$ cat config.mk
export PLATFORM = sky130hd
export DESIGN_NAME = idc_ctrl
export DESIGN_NICKNAME = d
export VERILOG_FILES = /design/src/idc_pkg.sv /design/src/idc_ctrl.sv
export SDC_FILE = /design/constraint.sdc
export NUM_CORES = 1
export LEC_CHECK = 0
export ABC_CLOCK_PERIOD_IN_PS = 7400
export BUFFER_PORTS_ARGS = -buffer_cell sky130_fd_sc_hd__buf_2
export CORE_MARGIN = 4
export CORE_UTILIZATION = 49
export CTS_CLUSTER_DIAMETER = 100
export DETAILED_ROUTE_END_ITERATION = 16
export HOLD_SLACK_MARGIN = 0.1
export PLACE_DENSITY_LB_ADDON = 0.2
export SETUP_SLACK_MARGIN = 0.05
export SLEW_MARGIN = 10
export SYNTH_ARGS = -nofsm -noshare
export SYNTH_HDL_FRONTEND = slang
export SYNTH_SLANG_ARGS = --single-unit
$ cat constraint.sdc
create_clock -name clk -period 7.4 [get_ports clk]
set_input_delay 0.74 -clock clk [delete_from_list [all_inputs] [get_ports clk]]
set_output_delay 0.74 -clock clk [all_outputs]
set_load 0.02 [all_outputs]
$ cat src/idc_pkg.sv
// shared types and constants for the id compaction hash map
// holds table sizes, memory word layouts, request structs and state/status codes
// no dependencies
package idc_pkg;

	localparam int MAX_ENTRIES = 1023;
	localparam int NUM_BUCKETS = MAX_ENTRIES + 1;
	localparam int BUCKET_W    = $clog2(NUM_BUCKETS);
	localparam int ENTRY_AW    = $clog2(MAX_ENTRIES);
	localparam int COUNT_W     = $clog2(MAX_ENTRIES + 1);
	localparam int ID_W        = 32;
	localparam int NAME_W      = 10;

	localparam logic CMD_RENAME  = 1'b0;
	localparam logic CMD_REVERSE = 1'b1;

	typedef enum logic [1:0] {
		ST_FOUND      = 2'd0,
		ST_INSERTED   = 2'd1,
		ST_FULL       = 2'd2,
		ST_UNASSIGNED = 2'd3
	} status_t;

	typedef enum logic [1:0] {
		S_IDLE,
		S_HEAD,
		S_WALK,
		S_REV
	} state_t;

	// chain pointer with its own valid bit
	typedef struct packed {
		logic                valid;
		logic [ENTRY_AW-1:0] ptr;
	} head_t;

	typedef struct packed {
		logic [ID_W-1:0] id;
		head_t           link;
	} entry_t;

	typedef struct packed {
		logic                rd_en;
		logic [BUCKET_W-1:0] rd_addr;
		logic                wr_en;
		logic [BUCKET_W-1:0] wr_addr;
		head_t               wr_data;
	} head_req_t;

	typedef struct packed {
		logic                rd_en;
		logic [ENTRY_AW-1:0] rd_addr;
		logic                wr_en;
		logic [ENTRY_AW-1:0] wr_addr;
		entry_t              wr_data;
	} entry_req_t;

	typedef struct packed {
		logic [NAME_W-1:0]  name;
		logic [ID_W-1:0]    id;
		logic [COUNT_W-1:0] count;
		status_t            status;
	} res_t;

endpackage

$ cat src/idc_ctrl.sv
// sequencer: head read, chain walk, insert and reverse lookup
// drives both memories and the entry count; uses idc_pkg
module idc_ctrl import idc_pkg::*; (
	input  logic              clk,
	input  logic              arst_n,
	input  logic              req_valid,
	input  logic              cmd,
	input  logic [ID_W-1:0]   key_id,
	input  logic [NAME_W-1:0] name_in,
	output logic              req_ready,
	input  logic              clearing,
	output head_req_t         head_req,
	input  head_t             head_rd_data,
	output entry_req_t        entry_req,
	input  entry_t            entry_rd_data,
	input  logic              out_free,
	output logic              res_valid,
	output res_t              res
);

	state_t             state_q, state_d;
	logic [ID_W-1:0]    key_q;
	logic [NAME_W-1:0]  name_q;
	logic [ENTRY_AW-1:0] cur_q;
	head_t              head_q;
	logic [COUNT_W-1:0] count_q;

	logic  in_fire;
	logic  res_fire;
	logic  is_full;
	logic  key_match;
	logic  miss;
	head_t link_sel;

	assign in_fire   = req_valid && req_ready;
	assign res_fire  = res_valid && out_free;
	assign is_full   = count_q == COUNT_W'(MAX_ENTRIES);
	assign key_match = entry_rd_data.id == key_q;
	assign link_sel  = (state_q == S_HEAD) ? head_rd_data : head_q;

	always_comb begin
		state_d = state_q;
		case (state_q)
			S_IDLE: begin
				if (in_fire) begin
					state_d = (cmd == CMD_REVERSE) ? S_REV : S_HEAD;
				end
			end
			S_HEAD: begin
				if (head_rd_data.valid) begin
					state_d = S_WALK;
				end else if (res_fire) begin
					state_d = S_IDLE;
				end
			end
			S_WALK: begin
				if (!key_match && entry_rd_data.link.valid) begin
					state_d = S_WALK;
				end else if (res_fire) begin
					state_d = S_IDLE;
				end
			end
			S_REV: begin
				if (res_fire) begin
					state_d = S_IDLE;
				end
			end
			default: state_d = S_IDLE;
		endcase
	end

	always_comb begin
		req_ready  = 1'b0;
		head_req   = '0;
		entry_req  = '0;
		res_valid  = 1'b0;
		res.name   = '0;
		res.id     = '0;
		res.count  = count_q;
		res.status = ST_FOUND;
		miss       = 1'b0;
		case (state_q)
			S_IDLE: begin
				req_ready = !clearing;
				// bucket is id modulo the bucket count, a power of two
				head_req.rd_en   = in_fire && (cmd == CMD_RENAME);
				head_req.rd_addr = key_id[BUCKET_W-1:0];
				entry_req.rd_en   = in_fire && (cmd == CMD_REVERSE) &&
				                    (COUNT_W'(name_in) < count_q);
				entry_req.rd_addr = ENTRY_AW'(name_in);
			end
			S_HEAD: begin
				if (head_rd_data.valid) begin
					entry_req.rd_en   = 1'b1;
					entry_req.rd_addr = head_rd_data.ptr;
				end else begin
					miss = 1'b1;
				end
			end
			S_WALK: begin
				if (key_match) begin
					res_valid  = 1'b1;
					res.name   = NAME_W'(cur_q);
					res.status = ST_FOUND;
				end else if (entry_rd_data.link.valid) begin
					entry_req.rd_en   = 1'b1;
					entry_req.rd_addr = entry_rd_data.link.ptr;
				end else begin
					miss = 1'b1;
				end
			end
			S_REV: begin
				res_valid = 1'b1;
				if (COUNT_W'(name_q) < count_q) begin
					res.id     = entry_rd_data.id;
					res.status = ST_FOUND;
				end else begin
					res.status = ST_UNASSIGNED;
				end
			end
			default: begin
				req_ready = 1'b0;
			end
		endcase

		// id not in its chain: insert at the chain head unless the table is full
		if (miss) begin
			res_valid = 1'b1;
			if (is_full) begin
				res.status = ST_FULL;
			end else begin
				res.status = ST_INSERTED;
				res.name   = NAME_W'(count_q);
				res.count  = count_q + 1'b1;
				head_req.wr_en          = res_fire;
				head_req.wr_addr        = key_q[BUCKET_W-1:0];
				head_req.wr_data.valid  = 1'b1;
				head_req.wr_data.ptr    = ENTRY_AW'(count_q);
				entry_req.wr_en         = res_fire;
				entry_req.wr_addr       = ENTRY_AW'(count_q);
				entry_req.wr_data.id    = key_q;
				entry_req.wr_data.link  = link_sel;
			end
		end
	end

	always_ff @(posedge clk or negedge arst_n) begin
		if (!arst_n) begin
			state_q <= S_IDLE;
			count_q <= '0;
		end else begin
			state_q <= state_d;
			if (entry_req.wr_en) begin
				count_q <= count_q + 1'b1;
			end
		end
	end

	always_ff @(posedge clk) begin
		if (in_fire) begin
			key_q  <= key_id;
			name_q <= name_in;
		end
		if (state_q == S_HEAD) begin
			head_q <= head_rd_data;
		end
		if (entry_req.rd_en) begin
			cur_q <= entry_req.rd_addr;
		end
	end

	a_insert_pair: assert property (@(posedge clk) disable iff (!arst_n)
		head_req.wr_en |-> entry_req.wr_en && head_req.wr_data.ptr == entry_req.wr_addr)
		else $error("head and entry writes of an insert disagree");

	a_count_step: assert property (@(posedge clk) disable iff (!arst_n)
		entry_req.wr_en |=> count_q == $past(count_q) + 1'b1)
		else $error("entry count did not advance on insert");

	a_count_bound: assert property (@(posedge clk) disable iff (!arst_n)
		count_q <= COUNT_W'(MAX_ENTRIES))
		else $error("entry count beyond table size");

	a_no_read_in_clear: assert property (@(posedge clk) disable iff (!arst_n)
		clearing |-> !head_req.rd_en && !head_req.wr_en && !req_ready)
		else $error("head table accessed during clearing pass");

	a_full_no_write: assert property (@(posedge clk) disable iff (!arst_n)
		is_full |-> !entry_req.wr_en)
		else $error("insert into a full table");

endmodule
==> results.sh <==
export IMPL_synth_seq_area_share_pct=43.8
export IMPL_portBuffers=255
export IMPL_cp_end_kind="output port"
export IMPL_post_place_ws_ps=3140
export IMPL_clk_pin_slew_ps=80
export IMPL_slowest_stage="inv_2"
export IMPL_cts_max_level=3
export IMPL_crit_type="flop to output port"
export IMPL_cts_sinks=75
export IMPL_globalplace_congestion=0.894
export IMPL_cts_buffer_depth=2
export IMPL_synthTopCellsByArea="edfxtp_1 33%, and2_1 7.1%, ha_1 6.9%"
export IMPL_fin_crit_ps=4630
export IMPL_path_cells="inv_1 -> ha_1 -> nand2b_1 -> a21oi_1 -> nand3_2 -> inv_2 -> mux2_2 -> buf_2"
export IMPL_final_setup_skew_ps=11.9
export IMPL_insertedDiodeCount=0
export IMPL_fin_total_pwr_uw=2180
export IMPL_crit_fanout=55
export IMPL_fin_crit_sh_pct=62.5
export IMPL_worstPathRequired_ps=6660
export IMPL_synth_ff_type="edfxtp_1"
export IMPL_netlist_cell_type_count=53
export IMPL_cts_buffers=9
export IMPL_rows=35
export IMPL_status="complete, no violations"
export IMPL_yosysTopAreaCell="edfxtp_1"
export IMPL_cpPeakStageDelay_ps=690
export IMPL_routed_wl_um=15200
export IMPL_die_w_um=106
export IMPL_drv_slew=0
export IMPL_cts_setup_buffers=0
export IMPL_drt_initial_drc_count=275
export IMPL_synth_fp_nets=582
export IMPL_syn_instance_count=454
export IMPL_via_per_inst=5.49
export IMPL_layout_cells_non_filler=814
export IMPL_rsz0062_at_grt="no"
export IMPL_drive_gt1_share_pct=43.4
export IMPL_grt_max_degree=56
export IMPL_synth_common_cells="54 x and2_1, 52 x edfxtp_1, 34 x and3_1"
export IMPL_tightest_slew_ps=1150
export IMPL_drc=0
export IMPL_grt_pass1_wl_um=23300
export IMPL_grt_total_usage_pct=26.3
export IMPL_relSlewSlack_pct=23.2
export IMPL_p_leak_uw=0.00318
export IMPL_crit_arrival_ps=3890
export IMPL_die_y_um=106
export IMPL_dp_cells=798
export IMPL_start_util_pct=50.9
export IMPL_final_hold_viol_count=0
export IMPL_root_buffer="clkbuf_8"
export IMPL_cts_tree="done"
export IMPL_grt_antenna_before_repair=0
export IMPL_yosysMostFrequentCell="and2_1"
export IMPL_max_freq_mhz=216
export IMPL_finalSetupTns_ps=0
export IMPL_cts_hold_buf=0
export IMPL_synth_edff_count=52
export IMPL_hp_class="primary input to asynchronous set/reset pin"
export IMPL_route_antenna_remaining_nets=0
export IMPL_yosysWarnings=0
export IMPL_vias=4466
export IMPL_die_area_mm2=0.0113
export IMPL_cp_start_kind="flop"
export IMPL_cap_violations=0
export IMPL_boundaryPins=256
export IMPL_finalWorstSetupSlack_ps=2770
export IMPL_cts_resized=0
export IMPL_setup_viol=0
export IMPL_peakVddDrop_v=0.000182
export IMPL_grt_pass1_vias=4379
export IMPL_overflow=0
export IMPL_whs_ps=274
export IMPL_core_mm2=0.00933
export IMPL_avgSynthCellArea_um2=10.5
export IMPL_dp_hpwl_um=11800
export IMPL_syn_area_mm2=0.00475
export IMPL_nets=808
export IMPL_powerDensity_mw_per_mm2=349
export IMPL_routedWlPerCell_um=18.6
export IMPL_ys_seq_elements=75
export IMPL_synth_async_reset_ratio_pct=16.0
export IMPL_syn2layout_area_growth_pct=31.4
export IMPL_clock_latency_ps=340
export IMPL_synth_top_area_share_pct=32.9
export IMPL_drt_first_pass_iters=7
## state kept, by name, indices dropped and copies added, names as in the netlist
name and cells:
count_q 10, cur_q 10, head_q 11, key_q 32, name_q 10, state_q 2
## cell families after synthesis
family | synth area share, %
buf+inv | 6.98
simple gates | 20.7
compound gates | 9.70
mux | 3.98
xor+xnor | 7.93
flops | 43.8
fa+ha+maj | 6.85
## placed cells by master, fill, tap and decap left out, types with 3 or more instances in the layout
cell type  instances
ha_1              26
inv_1             19
dfrtp_1           12
nor3_1             4
and2_1            54
dfxtp_1           11
o21a_1             3
a31oi_1            5
and3_1            34
bufinv_16          4
buf_2            255
buf_4              4
nor2_1            22
xnor2_1           11
a222oi_1          10
nand2b_1           4
nor4_1            13
o21ai_0           10
clkbuf_8          10
edfxtp_1          52
xor2_1            32
mux2_2            14
a21oi_1            5
a22o_1             8
nand3_1           10
o31a_1             3
nand2_1           11
## routing by layer
metal	wire length [µm]	vias up	GRT usage [%]	part of all wire (%)
li1	-	2075	-	-
met1	6330	2121	35.2	42
met2	7130	246	42.4	47
met3	1410	24	6.44	9.3
met4	282	0	7.58	1.9
met5	0	-	0	0
## cell type report
class / count / area (µm²)
Fill cell: 782 / 3090
Inverter: 20 / 75.1
Multi-Input combinational cell: 315 / 2340
Timing Repair Buffer: 259 / 1310
Clock buffer: 10 / 138
Tap cell: 129 / 161
Sequential cell: 75 / 2080
Clock inverter: 6 / 136
## report_power, final
part           switching, µW  internal (µW)
clock                    157            268
sequential              67.8            566
combinational            728            392
## stage by stage
stage	area, µm²	utilization [%]
4_1_cts	6240	66.9
3_5_place_dp	5970	64.0
6_report	6240	66.9
5_1_grt	6240	66.9
3_3_place_gp	5970	64.0
2_1_floorplan	4750	-
## final timing paths
check	startpoint	end	slack (ps)	cells after the start
worst max-delay path	state_q[1]	res[3]	2770	8
worst min register to register	head_q[10]	head_q[10]	480	1
worst max register to register	state_q[1]	count_q[9]	4190	7
min in group clk	head_q[10]	head_q[10]	480	1
worst min-delay path	arst_n	count_q[8]	270	1
max in group asynchronous	arst_n	state_q[0]	6880	1
## worst max-delay path, delay by kind of cell, from the launching register on
kind,cells,cell delay [ps]
AND/OR/NAND/NOR,2,610
flip-flops,1,450
adder cells (fa/ha/maj),1,550
buffers and inverters,3,970
multiplexers,1,400
AO/OA/AOI/OAI,1,550
No activity file was read; power rests on OpenSTA's default activity.
